### src/design/im2c_queue.sv
// Small FIFO between the front and back ends.
module im2c_queue #(
    parameter int W     = 104,
    parameter int DEPTH = 2
) (
    input  logic         clk,
    input  logic         rst_n,
    input  logic         push,
    input  logic [W-1:0] push_data,
    output logic         full,
    input  logic         pop,
    output logic [W-1:0] pop_data,
    output logic         empty
);
    localparam int PTR_W = $clog2(DEPTH);
    localparam int CNT_W = $clog2(DEPTH + 1);

    logic [W-1:0]     mem [DEPTH];
    logic [PTR_W-1:0] wptr_reg, wptr_next, rptr_reg, rptr_next;
    logic [CNT_W-1:0] cnt_reg, cnt_next;
    logic             do_push, do_pop;

    assign full     = (cnt_reg == CNT_W'(DEPTH));
    assign empty    = (cnt_reg == '0);
    assign do_push  = push && !full;
    assign do_pop   = pop && !empty;
    assign pop_data = mem[rptr_reg];

    always_comb
    begin
        wptr_next = wptr_reg;
        rptr_next = rptr_reg;
        cnt_next  = cnt_reg;
        if (do_push)
        begin
            wptr_next = (wptr_reg == PTR_W'(DEPTH - 1)) ? '0 : wptr_reg + 1'b1;
        end
        if (do_pop)
        begin
            rptr_next = (rptr_reg == PTR_W'(DEPTH - 1)) ? '0 : rptr_reg + 1'b1;
        end
        if (do_push && !do_pop)
        begin
            cnt_next = cnt_reg + 1'b1;
        end
        else if (do_pop && !do_push)
        begin
            cnt_next = cnt_reg - 1'b1;
        end
    end

    always_ff @(posedge clk or negedge rst_n)
    begin
        if (!rst_n)
        begin
            wptr_reg <= '0;
            rptr_reg <= '0;
            cnt_reg  <= '0;
        end
        else
        begin
            wptr_reg <= wptr_next;
            rptr_reg <= rptr_next;
            cnt_reg  <= cnt_next;
        end
    end

    always_ff @(posedge clk)
    begin
        if (do_push)
        begin
            mem[wptr_reg] <= push_data;
        end
    end
endmodule

### config.mk
export PLATFORM = sky130hd
export DESIGN_NAME = im2c_queue
export DESIGN_NICKNAME = d
export VERILOG_FILES = /design/src/design/im2c_queue.sv
export SDC_FILE = /design/constraint.sdc
export NUM_CORES = 1
export LEC_CHECK = 0
export BUFFER_PORTS_ARGS = -buffer_cell sky130_fd_sc_hd__buf_2
export CAP_MARGIN = 0
export CORE_ASPECT_RATIO = 1.25
export CORE_MARGIN = 4
export CORE_UTILIZATION = 24
export CTS_BUF_LIST = sky130_fd_sc_hd__clkbuf_4
export CTS_CLUSTER_SIZE = 40
export DETAILED_ROUTE_END_ITERATION = 6
export PLACE_DENSITY = 0.41
export SYNTH_ARGS = -nofsm -noshare
export SYNTH_HDL_FRONTEND = slang
export SYNTH_SLANG_ARGS = --single-unit
### constraint.sdc
create_clock -name clk -period 16.8 [get_ports clk]
set_clock_uncertainty 0.05 [all_clocks]
set_input_delay 2.52 -clock clk [delete_from_list [all_inputs] [get_ports clk]]
set_output_delay 2.52 -clock clk [all_outputs]
set_load 0.02 [all_outputs]
# After elaboration in Yosys (flattened, before gate mapping)
# Memories as Yosys holds them, arrays and structs flattened.
# Cells that the tools add are included.
# totals
regBits	4
ram_bits	208
output_inout_bits	106
mem_count	1
# classes
n_addsub	4
n_eq_ne	1
muxes	6
n_reduce_logical	10
# mem_list
memory	words	word_bits	read_ports	rd_clocked_by_memory_dff	write_ports	line	text
mem	2	104	1	0	1	18	logic [W-1:0] mem [DEPTH];
# op_table
operator	count
logical AND 1 bit	4
zero test 1 bit	4
2-to-1 mux 1 bit	4
2-to-1 mux 2 bit	2
adder 1 bit (second input constant)	2
adder 2 x 1 -> 2 bit (second input constant)	1
== test 2 bit (second input constant)	1
zero test 2 bit	1
nonzero test 2 bit	1
subtractor 2 x 1 -> 2 bit (second input constant)	1

# Logic depth before layout (Yosys ltp)
# depth
word_depth	7
ltp_mapped	7
ltp_nobuf	7

# Least setup slack after synthesis
# No wires, ideal clock.
# synth_path
path_kind	input to register
start	in push
end	mem mem[0][0], enable pin
setup_time_ps	568
arrival_ps	6936
required_ps	16182
setup_slack_ps	9246
path_stages	2
path_buffers	0
path_cell_list	nand2_1 > nor2_1
# synth_via
elab_chain_len	3
# synth_rtl
item	line	text
start, declared	8	input logic push,
logical AND 1 bit	25	assign do_push = push && !full;
2-to-1 mux 1 bit	70	if (do_push)
2-to-1 mux 1 bit (not written as such)	72	mem[wptr_reg] <= push_data;
end, declared	18	
# Every way passes these cells.

# Worst setup path in the final report
# layout_path
start	reg rptr_reg
end	out pop_data[90]
# layout_via
elab_chain_len	1
# layout_rtl
item	line	text
start, declared	19	logic [PTR_W-1:0] wptr_reg, wptr_next, rptr_reg, rptr_next;
start signal, assigned	63	rptr_reg <= rptr_next;
memory (2 x 104 bit)	n/a	
end, declared	12	output logic [W-1:0] pop_data,
# Every way passes these cells.

==> flow_summary.html <==
<table>
<tr><th>Metric</th><th>Value</th></tr>
<tr><th colspan="2">STA</th></tr>
<tr><td>Worst slew margin relative to its limit</td><td>29.08%</td></tr>
<tr><td>Setup repair after global routing missed its margin</td><td>false</td></tr>
<tr><td>Final setup fails</td><td>0</td></tr>
<tr><td>Endpoints failing hold</td><td>0</td></tr>
<tr><td>Maximum operating frequency</td><td>0.1762 GHz</td></tr>
<tr><td>Time the final worst path needs with I/O delays and setup</td><td>5.675 ns</td></tr>
<tr><td>Setup WS post-layout</td><td>11.13 ns</td></tr>
<tr><td>Sum Neg Setup Slack</td><td>0 ns</td></tr>
<tr><td>WHS</td><td>0.4684 ns</td></tr>
<tr><td>Final cycle utilization of the critical path</td><td>33.78%</td></tr>
<tr><td>Slew at the pin closest to its max-slew limit</td><td>1.064 ns</td></tr>
<tr><td>Slew Viols, Final</td><td>0</td></tr>
<tr><th colspan="2">Status</th></tr>
<tr><td>Run status</td><td>finished, final reports clean</td></tr>
<tr><th colspan="2">Logic synthesis</th></tr>
<tr><td>Register bit count reported by yosys</td><td>212</td></tr>
<tr><td>Dominant cells by area after synthesis</td><td>sky130_fd_sc_hd__edfxtp_1, sky130_fd_sc_hd__mux2_4, sky130_fd_sc_hd__mux2_2</td></tr>
<tr><td>Multiplexer fraction of the synthesized cell area</td><td>17.09%</td></tr>
<tr><td>Share of Yosys cell area claimed by the top area cell type</td><td>78.54%</td></tr>
<tr><td>Sequential area share after synthesis</td><td>79.80%</td></tr>
<tr><td>Adder-cell share of the synthesized area</td><td>0.1573%</td></tr>
<tr><td>Dominant combinational cell family by area after synthesis</td><td>multiplexers</td></tr>
<tr><td>Synthesized netlist cell count</td><td>343</td></tr>
<tr><td>Complex-gate fraction of the synthesized area</td><td>0.06293%</td></tr>
<tr><td>Yosys cell types</td><td>17</td></tr>
<tr><td>Net Count, Synth</td><td>452</td></tr>
<tr><td>Avg Inst Size Synth</td><td>23.19 sq um</td></tr>
<tr><td>Area of the mapped netlist</td><td>7953 sq um</td></tr>
<tr><td>Post-synthesis cell type with the largest combined area</td><td>sky130_fd_sc_hd__edfxtp_1</td></tr>
<tr><td>Share of synthesized cell area in and, or, nand and nor gates</td><td>0.3461%</td></tr>
<tr><td>Synth warnings</td><td>0</td></tr>
<tr><td>XOR/XNOR Fraction of Synth Area</td><td>0.5507%</td></tr>
<tr><th colspan="2">Floorplanning</th></tr>
<tr><td>Die ar.</td><td>36130 sq um</td></tr>
<tr><td>Count of boundary I/O pins</td><td>214</td></tr>
<tr><td>Initial cell density of the core</td><td>24.33%</td></tr>
<tr><td>Standard-cell row count</td><td>74</td></tr>
<tr><td>Height of the chip</td><td>211.5 microns</td></tr>
<tr><td>Die width</td><td>170.8 microns</td></tr>
<tr><td>Placeable core region</td><td>32680 sq um</td></tr>
<tr><th colspan="2">Route</th></tr>
<tr><td>Post-detailed-route count of antenna-violating nets</td><td>0</td></tr>
<tr><td>Number of iterations in the first detailed-routing pass</td><td>4</td></tr>
<tr><td>DRC violation total after the first TritonRoute iteration</td><td>109</td></tr>
<tr><td>Drt via density</td><td>3.932</td></tr>
<tr><td>Detailed-route wire length</td><td>17360 microns</td></tr>
<tr><td>Number of DRC violations after detailed routing</td><td>0</td></tr>
<tr><td>Detailed-route via count</td><td>4191</td></tr>
<tr><td>DR WL/cell</td><td>16.29 microns</td></tr>
<tr><th colspan="2">Setup path</th></tr>
<tr><td>Maximum fanout count along the critical path</td><td>62</td></tr>
<tr><td>Critical-path cell list</td><td>buf_4 -&gt; mux2_2 -&gt; buf_2</td></tr>
<tr><td>Highest-delay cell along the critical path</td><td>sky130_fd_sc_hd__buf_4</td></tr>
<tr><td>Reg2reg end</td><td>mem[0][13]</td></tr>
<tr><td>Data arrival time at the worst-slack endpoint</td><td>3.10 ns</td></tr>
<tr><td>Maximum single-stage delay on the critical path</td><td>0.93 ns</td></tr>
<tr><td>Critical path class</td><td>flop to output pin</td></tr>
<tr><td>Depth of the worst register-to-register path</td><td>5</td></tr>
<tr><td>Family of cells with the greatest summed delay on the critical path</td><td>buffers and inverters</td></tr>
<tr><td>Worst reg-to-reg setup slack</td><td>14.12 ns</td></tr>
<tr><td>CP startpoint kind</td><td>flop</td></tr>
<tr><td>Buffer and inverter count on the worst path</td><td>2</td></tr>
<tr><td>WP data required</td><td>14.23 ns</td></tr>
<tr><td>Worst reg2reg path startpoint</td><td>cnt_reg[0]</td></tr>
<tr><td>Crit path capture type</td><td>output pin</td></tr>
<tr><th colspan="2">Job</th></tr>
<tr><td>Max-cap violation count</td><td>0</td></tr>
<tr><th colspan="2">Hold path</th></tr>
<tr><td>Hold worst-path end</td><td>cnt_reg[1]</td></tr>
<tr><td>Cell depth of the worst hold path</td><td>1</td></tr>
<tr><td>Type of the tightest min-delay check</td><td>flop to flop</td></tr>
<tr><td>Source of the worst hold timing path</td><td>cnt_reg[1]</td></tr>
<tr><th colspan="2">Clocking</th></tr>
<tr><td>CTS Hold Buffers Added</td><td>0</td></tr>
<tr><td>Maximum level of the CTS H-tree</td><td>2</td></tr>
<tr><td>Worst-Skew Late Latency</td><td>0.68 ns</td></tr>
<tr><td>Number of buffers created by CTS</td><td>56</td></tr>
<tr><td>Clock transition at the register clock pins on the worst setup and hold paths after CTS</td><td>0.07 ns</td></tr>
<tr><td>Root Buffer</td><td>sky130_fd_sc_hd__clkbuf_4</td></tr>
<tr><td>TritonCTS clock tree</td><td>done</td></tr>
<tr><td>Longest Clk Path Bufs</td><td>3</td></tr>
<tr><td>Num Clock Sinks</td><td>212</td></tr>
<tr><td>Post-CTS Repair Setup Buffers</td><td>0</td></tr>
<tr><td>Resized cells post-CTS</td><td>0</td></tr>
<tr><th colspan="2">Global routing</th></tr>
<tr><td>Vias in the first global route</td><td>4770</td></tr>
<tr><td>Maximum number of pins on one net before global-route repair</td><td>68</td></tr>
<tr><td>Global-route wire length before repair</td><td>26130 microns</td></tr>
<tr><td>Overflow after GRT</td><td>0</td></tr>
<tr><td>Overall Global Routing Usage</td><td>9.448%</td></tr>
<tr><td>Antenna violations before repair</td><td>3</td></tr>
<tr><th colspan="2">Finish</th></tr>
<tr><td>NumNets Final</td><td>715</td></tr>
<tr><td>Area growth syn-to-layout</td><td>27.69%</td></tr>
<tr><td>Layout filler cell count</td><td>3300</td></tr>
<tr><td>Fraction of final layout cells with drive strength greater than 1</td><td>63.83%</td></tr>
<tr><td>Commonest non-fill, non-tap cells in the layout</td><td>sky130_fd_sc_hd__buf_2, sky130_fd_sc_hd__edfxtp_1, sky130_fd_sc_hd__clkbuf_4</td></tr>
<tr><td>Most frequent standard cell in the layout excluding fill and tap cells</td><td>sky130_fd_sc_hd__buf_2</td></tr>
<tr><td>Max FFs per register</td><td>208</td></tr>
<tr><th colspan="2">Pwr</th></tr>
<tr><td>Leakage power of the design</td><td>3.948 nW</td></tr>
<tr><td>Max VDD drop</td><td>0.00008159 V</td></tr>
<tr><td>Power density cells</td><td>179.7 nW/um^2</td></tr>
<tr><td>Total Power Consumption</td><td>1.825 mW</td></tr>
<tr><th colspan="2">Placed design</th></tr>
<tr><td>Pre-CTS setup slack</td><td>11.73 ns</td></tr>
<tr><td>Post-DP HPWL</td><td>11050 microns</td></tr>
<tr><td>Placer congestion estimate</td><td>0.7060</td></tr>
<tr><td>Number of input and output port buffers inserted</td><td>213</td></tr>
</table>
final cells by class:
type / count / area [sq um] / area share (%)
diodes: 1 / 2.502 / 0.02464
clock buffers: 84 / 630.6 / 6.210
clock inverters: 15 / 85.08 / 0.8379
inverters: 2 / 7.507 / 0.07393
multi-input cells: 117 / 1460 / 14.38
flip-flops and latches: 212 / 6350 / 62.53
well taps: 418 / 523.0 / 5.150
repair buffers: 217 / 1096 / 10.79
through the flow:
step	std cells	area (sq um)	utilization, %
4_1_cts	1065	10150	31.06
5_1_grt	1066	10150	31.07
6_report	1066	10150	31.07
2_1_floorplan	343	7953	-
3_3_place_gp	966	9437	28.87
3_5_place_dp	966	9437	28.87
worst max path at each step:
stage                   from      endpoint  cells past startpoint
global route        rptr_reg  pop_data[86]                      3
global placement    rptr_reg  pop_data[90]                      3
floorplan               push     mem[0][0]                      2
finish              rptr_reg  pop_data[90]                      3
CTS                 rptr_reg  pop_data[90]                      3
detailed placement  rptr_reg   pop_data[2]                      3
cells in the mapped netlist:
| master | n |
|---|---|
| sky130_fd_sc_hd__buf_8 | 1 |
| sky130_fd_sc_hd__buf_2 | 5 |
| sky130_fd_sc_hd__edfxtp_1 | 208 |
| sky130_fd_sc_hd__xnor2_1 | 3 |
| sky130_fd_sc_hd__o21ai_0 | 1 |
| sky130_fd_sc_hd__inv_1 | 2 |
| sky130_fd_sc_hd__nand2b_1 | 1 |
| sky130_fd_sc_hd__mux2_4 | 50 |
| sky130_fd_sc_hd__xor2_1 | 2 |
| sky130_fd_sc_hd__buf_12 | 5 |
| sky130_fd_sc_hd__nor2_1 | 3 |
| sky130_fd_sc_hd__mux2_2 | 54 |
| sky130_fd_sc_hd__nand2_1 | 1 |
| sky130_fd_sc_hd__dfrtp_1 | 4 |
| sky130_fd_sc_hd__ha_1 | 1 |
| sky130_fd_sc_hd__and3_1 | 1 |
| sky130_fd_sc_hd__buf_6 | 1 |
kinds of logic (layout without fill, tap and decap cells):
logic type | after synthesis | count (layout)
multiplexers | 104 | 104
other | 0 | 1
flip-flops | 212 | 212
AO/OA/AOI/OAI | 1 | 1
AND/OR/NAND/NOR | 6 | 6
buffers and inverters | 14 | 318
XOR/XNOR | 5 | 5
adder cells (fa/ha/maj) | 1 | 1
routing by layer:
metal  vias up  track usage, %  routed length, microns
met4         2           4.537                     590
met5         -               0                      13
met1      2037           9.995                    6442
met2       170           15.98                    8658
met3        55           4.315                    1658
li1       1927               -                       -
where the power goes:
group | internal, mW | switching [mW] | total (mW)
Combinational | 0.252 | 0.351 | 0.603
Clock | 0.242 | 0.203 | 0.445
Sequential | 0.725 | 0.0517 | 0.777
Total | 1.22 | 0.606 | 1.82
No activity file was read; power rests on OpenSTA's default activity.
