## src/design/im2c_pkg.sv

```systemverilog
// Shared types, widths, register codes and the stride reciprocal table.
package im2c_pkg;

    localparam int NUM_REGS    = 8;
    localparam int CFG_IDX_W   = 3;
    localparam int CFG_DATA_W  = 13;
    localparam int DIM_REG_W   = 13;
    localparam int KER_REG_W   = 4;
    localparam int PAD_REG_W   = 3;
    localparam int STR_REG_W   = 4;
    localparam int IDX_W       = 24;
    localparam int LIMIT_W     = 25;
    localparam int BASE_W      = 32;
    localparam int OUT_ADDR_W  = 32;
    localparam int SPAN_W      = DIM_REG_W + 1;
    localparam int GRID_W      = SPAN_W;
    localparam int PLANE_W     = 2 * GRID_W;
    localparam int KK_W        = 2 * KER_REG_W;
    localparam int RECIP_SHIFT = 16;
    localparam int RECIP_W     = RECIP_SHIFT + 1;
    localparam int OFS_W       = GRID_W + STR_REG_W + 2;
    localparam int DIV_STEP    = 8;
    localparam int QUEUE_DEPTH = 2;
    localparam int GEOM_LAT    = 4;

    localparam int DEF_MAX_KERNEL = 8;
    localparam int DEF_MAX_DIM    = 4096;
    localparam int DEF_ADDR_WIDTH = 32;

    localparam logic [CFG_IDX_W-1:0] REG_IMAGE_HEIGHT  = 3'd0;
    localparam logic [CFG_IDX_W-1:0] REG_IMAGE_WIDTH   = 3'd1;
    localparam logic [CFG_IDX_W-1:0] REG_KERNEL_HEIGHT = 3'd2;
    localparam logic [CFG_IDX_W-1:0] REG_KERNEL_WIDTH  = 3'd3;
    localparam logic [CFG_IDX_W-1:0] REG_PAD_ROWS      = 3'd4;
    localparam logic [CFG_IDX_W-1:0] REG_PAD_COLS      = 3'd5;
    localparam logic [CFG_IDX_W-1:0] REG_STRIDE_ROWS   = 3'd6;
    localparam logic [CFG_IDX_W-1:0] REG_STRIDE_COLS   = 3'd7;

    typedef struct packed {
        logic [DIM_REG_W-1:0] image_height;
        logic [DIM_REG_W-1:0] image_width;
        logic [KER_REG_W-1:0] kernel_height;
        logic [KER_REG_W-1:0] kernel_width;
        logic [PAD_REG_W-1:0] pad_rows;
        logic [PAD_REG_W-1:0] pad_cols;
        logic [STR_REG_W-1:0] stride_rows;
        logic [STR_REG_W-1:0] stride_cols;
    } cfg_t;

    typedef struct packed {
        logic               ready;
        logic               ok;
        logic [GRID_W-1:0]  out_h;
        logic [GRID_W-1:0]  out_w;
        logic [PLANE_W-1:0] plane;
        logic [KK_W-1:0]    taps;
    } geom_t;

    function automatic logic [RECIP_W-1:0] stride_recip(input logic [STR_REG_W-1:0] s);
        logic [RECIP_W-1:0] r;
        begin
            case (s)
                4'd1:    r = 17'd65536;
                4'd2:    r = 17'd32768;
                4'd3:    r = 17'd21845;
                4'd4:    r = 17'd16384;
                4'd5:    r = 17'd13107;
                4'd6:    r = 17'd10922;
                4'd7:    r = 17'd9362;
                4'd8:    r = 17'd8192;
                4'd9:    r = 17'd7281;
                4'd10:   r = 17'd6553;
                4'd11:   r = 17'd5957;
                4'd12:   r = 17'd5461;
                4'd13:   r = 17'd5041;
                4'd14:   r = 17'd4681;
                4'd15:   r = 17'd4369;
                default: r = '0;
            endcase
            return r;
        end
    endfunction

endpackage

```

## src/design/im2c_idx_if.sv

```systemverilog
// Index channel: flat output position and batch base addresses.
interface im2c_idx_if;
    import im2c_pkg::*;

    logic               valid;
    logic               ready;
    logic [IDX_W-1:0]   flat_index;
    logic [LIMIT_W-1:0] item_limit;
    logic [BASE_W-1:0]  image_base;
    logic [BASE_W-1:0]  column_base;

    modport source (output valid, flat_index, item_limit, image_base, column_base,
                    input ready);
    modport sink   (input valid, flat_index, item_limit, image_base, column_base,
                    output ready);
endinterface

```

## src/design/im2c_div.sv

```systemverilog
// Multi-bit-per-cycle restoring divider for splitting the flat index.
module im2c_div #(
    parameter int DVD_W = 24,
    parameter int DVS_W = 14,
    parameter int STEP  = 8
) (
    input  logic             clk,
    input  logic             rst_n,
    input  logic             start,
    input  logic [DVD_W-1:0] dividend,
    input  logic [DVS_W-1:0] divisor,
    output logic             done,
    output logic [DVD_W-1:0] quotient,
    output logic [DVS_W-1:0] remainder
);
    localparam int NSTEP = (DVD_W + STEP - 1) / STEP;
    localparam int PAD_W = NSTEP * STEP;
    localparam int CNT_W = $clog2(NSTEP + 1);

    logic [PAD_W-1:0] quot_reg, quot_next;
    logic [DVS_W-1:0] rem_reg, rem_next;
    logic [DVS_W-1:0] dvs_reg;
    logic [CNT_W-1:0] cnt_reg, cnt_next;
    logic             busy_reg, busy_next;
    logic             done_reg, done_next;
    logic [PAD_W-1:0] q;
    logic [DVS_W-1:0] r;
    logic [DVS_W:0]   t;

    always_comb
    begin
        q = quot_reg;
        r = rem_reg;
        t = '0;
        for (int k = 0; k < STEP; k++)
        begin
            t = {r, q[PAD_W-1]};
            q = {q[PAD_W-2:0], 1'b0};
            if (t >= {1'b0, dvs_reg})
            begin
                t    = t - {1'b0, dvs_reg};
                q[0] = 1'b1;
            end
            r = t[DVS_W-1:0];
        end
    end

    always_comb
    begin
        quot_next = quot_reg;
        rem_next  = rem_reg;
        cnt_next  = cnt_reg;
        busy_next = busy_reg;
        done_next = 1'b0;
        if (start)
        begin
            quot_next = PAD_W'(dividend);
            rem_next  = '0;
            cnt_next  = CNT_W'(NSTEP);
            busy_next = 1'b1;
        end
        else if (busy_reg)
        begin
            quot_next = q;
            rem_next  = r;
            cnt_next  = cnt_reg - 1'b1;
            if (cnt_reg == CNT_W'(1))
            begin
                busy_next = 1'b0;
                done_next = 1'b1;
            end
        end
    end

    always_ff @(posedge clk or negedge rst_n)
    begin
        if (!rst_n)
        begin
            cnt_reg  <= '0;
            busy_reg <= 1'b0;
            done_reg <= 1'b0;
        end
        else
        begin
            cnt_reg  <= cnt_next;
            busy_reg <= busy_next;
            done_reg <= done_next;
        end
    end

    always_ff @(posedge clk)
    begin
        quot_reg <= quot_next;
        rem_reg  <= rem_next;
        if (start)
        begin
            dvs_reg <= divisor;
        end
    end

    assign done      = done_reg;
    assign quotient  = quot_reg[DVD_W-1:0];
    assign remainder = rem_reg;
endmodule

```

## src/design/im2c_front.sv

```systemverilog
// Front end: accept an index, drop it or split it and compute the first tap addresses.
module im2c_front #(
    parameter int ADDR_WIDTH = 32,
    parameter int ENTRY_W    = 2 * 32 + 2 * 20
) (
    input  logic                clk,
    input  logic                rst_n,
    im2c_idx_if.sink            index_ch,
    input  im2c_pkg::cfg_t      cfg,
    input  im2c_pkg::geom_t     geom,
    output logic                push_valid,
    output logic [ENTRY_W-1:0]  push_data,
    input  logic                push_full
);
    import im2c_pkg::*;

    localparam logic [2:0] S_IDLE = 3'd0;
    localparam logic [2:0] S_PREP = 3'd1;
    localparam logic [2:0] S_DIV1 = 3'd2;
    localparam logic [2:0] S_DIV2 = 3'd3;
    localparam logic [2:0] S_MUL1 = 3'd4;
    localparam logic [2:0] S_MUL2 = 3'd5;
    localparam logic [2:0] S_MUL3 = 3'd6;
    localparam logic [2:0] S_PUSH = 3'd7;

    localparam int CHIH_W = IDX_W + DIM_REG_W;
    localparam int RS_W   = GRID_W + STR_REG_W;
    localparam int DM_W   = IDX_W + KK_W;

    typedef struct packed {
        logic [ADDR_WIDTH-1:0] src;
        logic [ADDR_WIDTH-1:0] dst;
        logic [OFS_W-1:0]      hstart;
        logic [OFS_W-1:0]      wstart;
    } entry_t;

    logic [2:0]                state_reg, state_next;
    logic [IDX_W-1:0]          idx_reg;
    logic [LIMIT_W-1:0]        limit_reg;
    logic [BASE_W-1:0]         ibase_reg, cbase_reg;
    logic [GRID_W-1:0]         col_reg, row_reg;
    logic [IDX_W-1:0]          ch_reg;
    logic [ADDR_WIDTH-1:0]     chih_reg, hline_reg, srcoff_reg;
    logic [RS_W-1:0]           rsr_reg, csc_reg;
    logic [PLANE_W-1:0]        pos_reg;
    logic signed [OFS_W-1:0]   hstart_reg, wstart_reg;
    logic [DM_W-1:0]           dstmul_reg;
    logic [CHIH_W-1:0]         chih_full;
    logic signed [OFS_W-1:0]   hstart_calc;
    logic [IDX_W-1:0]          dm_base;

    logic                      div_start, div_done;
    logic [IDX_W-1:0]          div_dividend, div_quot;
    logic [GRID_W-1:0]         div_divisor, div_rem;
    entry_t                    entry;

    im2c_div #(.DVD_W(IDX_W), .DVS_W(GRID_W), .STEP(DIV_STEP)) u_div (
        .clk       (clk),
        .rst_n     (rst_n),
        .start     (div_start),
        .dividend  (div_dividend),
        .divisor   (div_divisor),
        .done      (div_done),
        .quotient  (div_quot),
        .remainder (div_rem)
    );

    assign chih_full   = CHIH_W'(ch_reg) * CHIH_W'(cfg.image_height);
    assign hstart_calc = $signed(OFS_W'(rsr_reg)) - $signed(OFS_W'(cfg.pad_rows));
    assign dm_base     = IDX_W'(idx_reg - IDX_W'(pos_reg));

    always_comb
    begin
        state_next   = state_reg;
        div_start    = 1'b0;
        div_dividend = idx_reg;
        div_divisor  = geom.out_w;
        case (state_reg)
            S_IDLE:
            begin
                if (index_ch.valid)
                begin
                    state_next = S_PREP;
                end
            end
            S_PREP:
            begin
                if (geom.ready)
                begin
                    if (!geom.ok || (LIMIT_W'(idx_reg) >= limit_reg))
                    begin
                        state_next = S_IDLE;
                    end
                    else
                    begin
                        div_start  = 1'b1;
                        state_next = S_DIV1;
                    end
                end
            end
            S_DIV1:
            begin
                div_dividend = div_quot;
                div_divisor  = geom.out_h;
                if (div_done)
                begin
                    div_start  = 1'b1;
                    state_next = S_DIV2;
                end
            end
            S_DIV2:
            begin
                if (div_done)
                begin
                    state_next = S_MUL1;
                end
            end
            S_MUL1:  state_next = S_MUL2;
            S_MUL2:  state_next = S_MUL3;
            S_MUL3:  state_next = S_PUSH;
            S_PUSH:
            begin
                if (!push_full)
                begin
                    state_next = S_IDLE;
                end
            end
            default: state_next = S_IDLE;
        endcase
    end

    always_ff @(posedge clk or negedge rst_n)
    begin
        if (!rst_n)
        begin
            state_reg <= S_IDLE;
        end
        else
        begin
            state_reg <= state_next;
        end
    end

    always_ff @(posedge clk)
    begin
        if (state_reg == S_IDLE && index_ch.valid)
        begin
            idx_reg   <= index_ch.flat_index;
            limit_reg <= index_ch.item_limit;
            ibase_reg <= index_ch.image_base;
            cbase_reg <= index_ch.column_base;
        end
        if (state_reg == S_DIV1 && div_done)
        begin
            col_reg <= div_rem;
        end
        if (state_reg == S_DIV2 && div_done)
        begin
            row_reg <= div_rem;
            ch_reg  <= div_quot;
        end
        if (state_reg == S_MUL1)
        begin
            chih_reg <= ADDR_WIDTH'(chih_full);
            rsr_reg  <= RS_W'(row_reg) * RS_W'(cfg.stride_rows);
            csc_reg  <= RS_W'(col_reg) * RS_W'(cfg.stride_cols);
            pos_reg  <= PLANE_W'(row_reg) * PLANE_W'(geom.out_w);
        end
        if (state_reg == S_MUL2)
        begin
            hstart_reg <= hstart_calc;
            wstart_reg <= $signed(OFS_W'(csc_reg)) - $signed(OFS_W'(cfg.pad_cols));
            hline_reg  <= chih_reg + ADDR_WIDTH'(hstart_calc);
            pos_reg    <= pos_reg + PLANE_W'(col_reg);
        end
        if (state_reg == S_MUL3)
        begin
            srcoff_reg <= hline_reg * ADDR_WIDTH'(cfg.image_width);
            dstmul_reg <= DM_W'(dm_base) * DM_W'(geom.taps);
        end
    end

    always_comb
    begin
        entry.src    = ADDR_WIDTH'(ibase_reg) + srcoff_reg + ADDR_WIDTH'(wstart_reg);
        entry.dst    = ADDR_WIDTH'(cbase_reg) + ADDR_WIDTH'(dstmul_reg)
                       + ADDR_WIDTH'(pos_reg);
        entry.hstart = hstart_reg;
        entry.wstart = wstart_reg;
    end

    assign index_ch.ready = (state_reg == S_IDLE);
    assign push_valid     = (state_reg == S_PUSH);
    assign push_data      = ENTRY_W'(entry);
endmodule

```

## src/flat_wrapper.sv

```systemverilog
// flat-port wrapper written by rule: the top's interface ports become plain ports
module im2c_front_flat import im2c_pkg::*;
#(
    parameter int ADDR_WIDTH = 32,
    parameter int ENTRY_W    = 2 * 32 + 2 * 20
)
  (clk, rst_n, cfg, geom, push_valid, push_data, push_full, index_ch_valid, index_ch_flat_index, index_ch_item_limit, index_ch_image_base, index_ch_column_base, index_ch_ready);
  im2c_idx_if index_ch_i ();
  input  logic clk;
  input  logic rst_n;
  input  im2c_pkg::cfg_t cfg;
  input  im2c_pkg::geom_t geom;
  output logic push_valid;
  output logic [ENTRY_W-1:0] push_data;
  input  logic push_full;
  input wire logic [$bits(index_ch_i.valid)-1:0] index_ch_valid;
  input wire logic [$bits(index_ch_i.flat_index)-1:0] index_ch_flat_index;
  input wire logic [$bits(index_ch_i.item_limit)-1:0] index_ch_item_limit;
  input wire logic [$bits(index_ch_i.image_base)-1:0] index_ch_image_base;
  input wire logic [$bits(index_ch_i.column_base)-1:0] index_ch_column_base;
  output wire logic [$bits(index_ch_i.ready)-1:0] index_ch_ready;
  assign index_ch_i.valid = index_ch_valid;
  assign index_ch_i.flat_index = index_ch_flat_index;
  assign index_ch_i.item_limit = index_ch_item_limit;
  assign index_ch_i.image_base = index_ch_image_base;
  assign index_ch_i.column_base = index_ch_column_base;
  assign index_ch_ready = index_ch_i.ready;
  im2c_front #(.ADDR_WIDTH(ADDR_WIDTH), .ENTRY_W(ENTRY_W)) u_core (.clk(clk), .rst_n(rst_n), .index_ch(index_ch_i), .cfg(cfg), .geom(geom), .push_valid(push_valid), .push_data(push_data), .push_full(push_full));
endmodule
```

## config.mk

```make
export PLATFORM = sky130hd
export DESIGN_NAME = im2c_front_flat
export DESIGN_NICKNAME = d
export VERILOG_FILES = /design/src/design/im2c_pkg.sv /design/src/design/im2c_idx_if.sv /design/src/design/im2c_div.sv /design/src/design/im2c_front.sv /design/src/flat_wrapper.sv
export SDC_FILE = /design/constraint.sdc
export NUM_CORES = 2
export LEC_CHECK = 0
export ABC_CLOCK_PERIOD_IN_PS = 28300
export BUFFER_PORTS_ARGS = -buffer_cell sky130_fd_sc_hd__buf_2
export CORE_MARGIN = 10
export CORE_UTILIZATION = 54
export DETAILED_ROUTE_END_ITERATION = 6
export GPL_TIMING_DRIVEN = 1
export HOLD_SLACK_MARGIN = 0.15
export PLACE_DENSITY_LB_ADDON = 0.08
export SETUP_SLACK_MARGIN = 0.05
export SYNTH_ARGS = -nofsm -noshare
export SYNTH_HDL_FRONTEND = slang
export SYNTH_HIERARCHICAL = 1
export SYNTH_SLANG_ARGS = --single-unit
```

## constraint.sdc

```tcl
create_clock -name clk -period 28.3 [get_ports clk]
set_input_delay 1.415 -clock clk [delete_from_list [all_inputs] [get_ports clk]]
set_output_delay 1.415 -clock clk [all_outputs]
set_load 0.005 [all_outputs]
```

; ---- Word-level counts from Yosys, hierarchy flattened
; Cells that the tools add are included.
[word_totals]
reg_bits = 456
in_bits = 231
wordCells = 121
[op_classes]
addsub = 18
multipliers = 6
n_lt_le_gt_ge = 9
eq_ne = 14
mux = 41
n_reduce_logical = 10
[op_table]
columns = operator, count
row1 = $add 32x32->32, 4
row2 = $mux 14, 9
row3 = $ge 15x14->1, 8
row4 = $sub 14x14->14, 8
row5 = $mux 24, 3
row6 = $mux 28, 2
row7 = $sub 18x3->19, 2
row8 = $mul 14x4->18, 2
row9 = $add 32x28->32, 1
row10 = $mul 24x13->32, 1
row11 = $mul 24x8->32, 1
row12 = $mul 32x13->32, 1
row13 = $add 28x14->28, 1
row14 = $mul 14x14->28, 1
row15 = $ge 24x25->1, 1
row16 = $pmux 3 s8, 1
row17 = $sub 24x24->24, 1
row18 = $mux 1, 17
row19 = $mux 3, 5
row20 = $eq 3x3->1 const B, 4
row21 = $ne 2x2->1 const B, 6
row22 = $eq 3x2->1 const B, 2
row23 = $mux 2, 3
row24 = $reduce_and 5->1, 1
row25 = 10 further kinds, 13

; ---- Longest topological paths before layout
[depth]
ltp_word = 18
mapped_depth = 104
mapped_depth_nobuf = 96

; ---- Modules after synthesis
; Netlist, hierarchy kept.
[modules_own_cells]
columns = mod, n_inst, cells_per_inst, area_each_um2, seq_area_each_um2
row1 = im2c_front, 1, 5602, 55518.2, 11936.4
row2 = im2c_div, 1, 1027, 8742.1, 1521.5

; ---- Worst setup path before layout
; OpenSTA, ideal clock, no wires.
[synth_timing]
path_type = reg2reg
from = register u_core.u_div.dvs_reg[1]
to = register u_core.u_div.quot_reg[0], in the netlist u_core/u_div/quotient[0] (data pin)
arrival_time_ns = 20.469
setup_slack_ns = 7.571
stages_incl_launch_ff = 93
n_path_buf = 10
period_less_slack_ns = 20.729
path_cell_list = edfxtp_1 inv_1 ha_1 nor2b_1 o31a_1 o21ai_2 o211a_1 nor2_1 buf_2 mux2_2 ha_1 clkbuf_1 nand2_1 a31o_1 and4b_1 o31ai_1 or2_1 clkbuf_1 [... 57 more ...] nor2_1 a21oi_1 inv_1 ha_1 nor2b_1 o21ai_0 nand2b_1 a21o_1 a21o_1 a21o_1 a41o_1 o41ai_1 o21ai_0 o21ai_0 o311a_1 o211ai_4 buf_6 mux2_2
[synth_between]
elab_chain_len = 18
word_cells_on_any_way = 25
classes_between = add/sub (7) / order compare (8) / mux (10)
[synth_rtl]
columns = item, line_no
row1 = from (decl), im2c_div.sv:22  ; logic [DVS_W-1:0] dvs_reg;
row2 = from (signal assigned), im2c_div.sv:97  ; dvs_reg <= divisor;
row3 = $sub 14x14->14 or $ge 15x14->1 (tied branches), "im2c_div.sv:41, im2c_div.sv:39"
row4 = $mux 14, im2c_div.sv:39  ; if (t >= {1'b0, dvs_reg})
row5 = $sub 14x14->14 or $ge 15x14->1 (tied branches), "im2c_div.sv:41, im2c_div.sv:39"
row6 = $mux 14, im2c_div.sv:39
row7 = $sub 14x14->14 or $ge 15x14->1 (tied branches), "im2c_div.sv:41, im2c_div.sv:39"
row8 = $mux 14, im2c_div.sv:39
row9 = $sub 14x14->14 or $ge 15x14->1 (tied branches), "im2c_div.sv:41, im2c_div.sv:39"
row10 = $mux 14, im2c_div.sv:39
row11 = [... 3 more ...], n/a
row12 = $mux 14, im2c_div.sv:39
row13 = $sub 14x14->14 or $ge 15x14->1 (tied branches), "im2c_div.sv:41, im2c_div.sv:39"
row14 = $mux 14, im2c_div.sv:39
row15 = $ge 15x14->1 (*), im2c_div.sv:39
row16 = $mux 1 (*), im2c_div.sv:39
row17 = $mux 24 (*), im2c_div.sv:62  ; else if (busy_reg)
row18 = $mux 24 (*), im2c_div.sv:55  ; if (start)
row19 = net u_core.u_div.quot_next[0], im2c_div.sv:20  ; logic [PAD_W-1:0] quot_reg, quot_next;
row20 = to (signal assigned), im2c_div.sv:93  ; quot_reg <= quot_next;
row21 = to (decl), im2c_div.sv:20
; Mark *: on every way through the listed nets, which the timed path passes. The rest lies on a longest branch. The select of a mux whose other input is x is not followed.
; A chain may end at the register's enable or synchronous reset.

; ---- Final worst setup path
; Same ends and word-level chain as after synthesis.

==> impl_metrics.csv <==
group,metric,value,unit
worst_setup_path,r2r-start,"u_core/u_div/dvs_reg[1]",
drt,antenna_left,0,
global_routing,grt_pass1_wl,274000,um
final_layout,final_cell_mix,"inv_1 (978), fa_1 (886), nand2_1 (793), ha_1 (576), and2_1 (480)",
clocking,clk-insertion-delay-late,0.64,ns
clocking,cts_root_buf,"clkbuf_16",
place,io_buffers,300,
logic_synthesis,synth_top_area_frac,0.276,
clocking,cts.path.max_buffers,3,
clocking,clkTransAtPathRegs,0.06,ns
clocking,post_cts_resize_count,0,
logic_synthesis,synth_top_cell_by_area,"fa_1",
worst_setup_path,critPathMaxStageDelay,0.85,ns
worst_setup_path,rr_endpoint,"u_core/u_div/quotient[0]",
clocking,cts_tree,"built",
final_layout,final.fill_count,10500,
logic_synthesis,synth_nets,8322,
floorplan,rows,126,
logic_synthesis,ys_types,90,
timing,maxSlewViolCount,0,
global_routing,first_global_vias,49900,
hold_path,min_to,"u_core/ch_reg[6]",
logic_synthesis,netlist_top_cells_area,"fa_1 (28%), edfxtp_1 (20%), ha_1 (11%)",
clocking,ctsHoldBuffers,0,
logic_synthesis,ys.flop_type,"edfxtp_1",
drt,drt_iter0_markers,3137,
timing,setup_slack,3.41,ns
hold_path,holdCritStartpoint,"u_core/u_div/quotient[6]",
drt,drtPass1Iterations,6,
clocking,postCtsSetupBuffers,0,
worst_setup_path,cp.required,28.69,ns
place,place_worst_setup_slack,3.68,ns
final_layout,drive_gt1_frac,0.0829,
timing,hold_viol_final,0,
logic_synthesis,ys_ff_latch,454,
final_layout,final_core_util,0.583,
final_layout,multi_input_area,46300,sq um
logic_synthesis,syn_inst,6629,
floorplan,coreArea,118000,sq um
drt,vias_per_cell,5.67,
status,status,"complete, no violations",
final_layout,regArea,13500,sq um
hold_path,worstHoldPathCells,0,
timing,finalCritPeriodShare,0.880,
timing,rsz0062_at_grt,"false",
drt,routedWlPerCell,20.5,um
worst_setup_path,worst-r2r-cell-count,90,
logic_synthesis,yosysSeqAreaShare,0.209,
floorplan,die_area,133000,sq um
worst_setup_path,worst_setup_path_end_kind,"flip-flop",
worst_setup_path,startpoint_type,"flip-flop",
clocking,cts_sinks,454,
worst_setup_path,cpMaxStageDelayCell,"a211oi_4",
timing,post-route-min-period,24.89,ns
drt,drc,0,
clocking,ctsHtreeMaxLevel,2,
flow_run,maxCapViolations,0,
worst_setup_path,crit_arrival,25.28,ns
floorplan,io_pins,337,
worst_setup_path,crit_family,"compound AO/OA/AOI/OAI gates",
timing,worst_slew_pin_slew,1.20,ns
worst_setup_path,reg2reg_slack,3.41,ns
logic_synthesis,syn_avg_cell_area,9.69,sq um
place,dp_hpwl,136000,um
floorplan,die_x,365,um
place,place.gp.congestion,0.913,
global_routing,grt_max_degree,79,
logic_synthesis,yosys_warnings,6,
logic_synthesis,synth_area,64300,sq um
final_layout,layout.cells.most_common,"inv_1",
floorplan,start_util,0.544,
global_routing,grt.total_usage,0.261,
final_layout,final_net_count,8471,
final_layout,syn2layout_area_growth,7.07,%
global_routing,antenna_found_initial,18,
timing,setup_viol,0,
timing,setup_tns,0,ns
worst_setup_path,crit_path_max_fanout,19,
worst_setup_path,crit_type,"reg2reg",
timing,finClkSkew,0.0267,ns
clocking,cts_buffers,55,
logic_synthesis,async_flop_share,0.0154,
worst_setup_path,cpMostUsedCell,"ha_1",
timing,maxSlewHeadroom,0.195,
hold_path,hold_class,"reg2reg",
drt,drt_wl_total,171000,um
timing,holdWs,0.475,ns
drt,vias,47400,
global_routing,grt.overflow.total,0,
floorplan,die_h,365,um
timing,fmax,40.2,MHz
worst_setup_path,path_buf_inv,5,
logic_synthesis,synth_edf_count,433,
==> worst reg2reg max path, delay by kind of cell (launching register included) <==
family / cells / cell delay (ns)
fa+ha+maj: 8 / 2.40
compound gates: 49 / 12.06
flops: 1 / 0.79
mux: 8 / 3.55
buf+inv: 5 / 0.78
simple gates: 20 / 5.04
==> metal layers <==
layer,track usage,up-vias,share of wire
li1,-,22100,-
met5,0,-,0.00040
met1,0.347,23600,0.43
met2,0.438,1346,0.47
met3,0.0369,295,0.062
met4,0.0895,12,0.039
==> synth_stat cells, types with 61 or more instances <==
cell type / count
a21o_1: 128
a21oi_1: 277
and2_1: 481
clkbuf_1: 203
edfxtp_1: 433
fa_1: 886
ha_1: 576
inv_1: 979
mux2_2: 112
nand2_1: 793
nand2b_1: 67
nand3_1: 61
nor2_1: 256
nor3_1: 89
o21a_1: 75
o21ai_0: 177
xnor2_1: 267
xor2_1: 118
==> metrics by stage <==
step | instances | cell area, sq um
5_1_grt | 8363 | 68800
2_1_floorplan | 6629 | 64300
4_1_cts | 8360 | 68800
3_3_place_gp | 8257 | 67000
3_5_place_dp | 8257 | 67000
6_report | 8364 | 68800
==> layout make-up <==
cell class / count / area share
multi-input cells: 4976 / 0.673
flip-flops and latches: 454 / 0.196
inverters: 979 / 0.0534
well taps: 1536 / 0.0279
repair buffers: 312 / 0.0231
clock buffers: 59 / 0.0208
clock inverters: 44 / 0.00586
diodes: 4 / 0.000145
==> kinds of logic (layout without fill, tap and decap cells) <==
family,Yosys count,in the layout,synth area share
XOR/XNOR,385,385,0.0525
adder cells (fa/ha/maj),1462,1462,0.388
multiplexers,158,158,0.0269
flip-flops,454,454,0.209
other,0,4,0
buffers and inverters,1199,1394,0.0706
AND/OR/NAND/NOR,1961,1961,0.148
AO/OA/AOI/OAI,1010,1010,0.104
==> worst max-delay path by stage <==
| stage | start | endpoint | slack, ns | depth (start not counted) |
|---|---|---|---|---|
| 2_1_floorplan | u_core/u_div/dvs_reg[1] | u_core/u_div/quotient[0] | 7.57 | 92 |
| 3_3_place_gp | u_core/u_div/dvs_reg[1] | u_core/u_div/quotient[0] | 3.74 | 89 |
| 3_5_place_dp | u_core/u_div/dvs_reg[1] | u_core/u_div/quotient[0] | 3.68 | 89 |
| 4_1_cts | u_core/u_div/dvs_reg[1] | u_core/u_div/quotient[0] | 3.60 | 89 |
| 5_1_grt | u_core/u_div/dvs_reg[1] | u_core/u_div/quotient[0] | 1.54 | 87 |
| 6_report | u_core/u_div/dvs_reg[1] | u_core/u_div/quotient[0] | 3.41 | 90 |
Power is left out: the tool's default activity adds up to more than one toggle a clock period on the data nets, which glitch-free logic cannot reach.
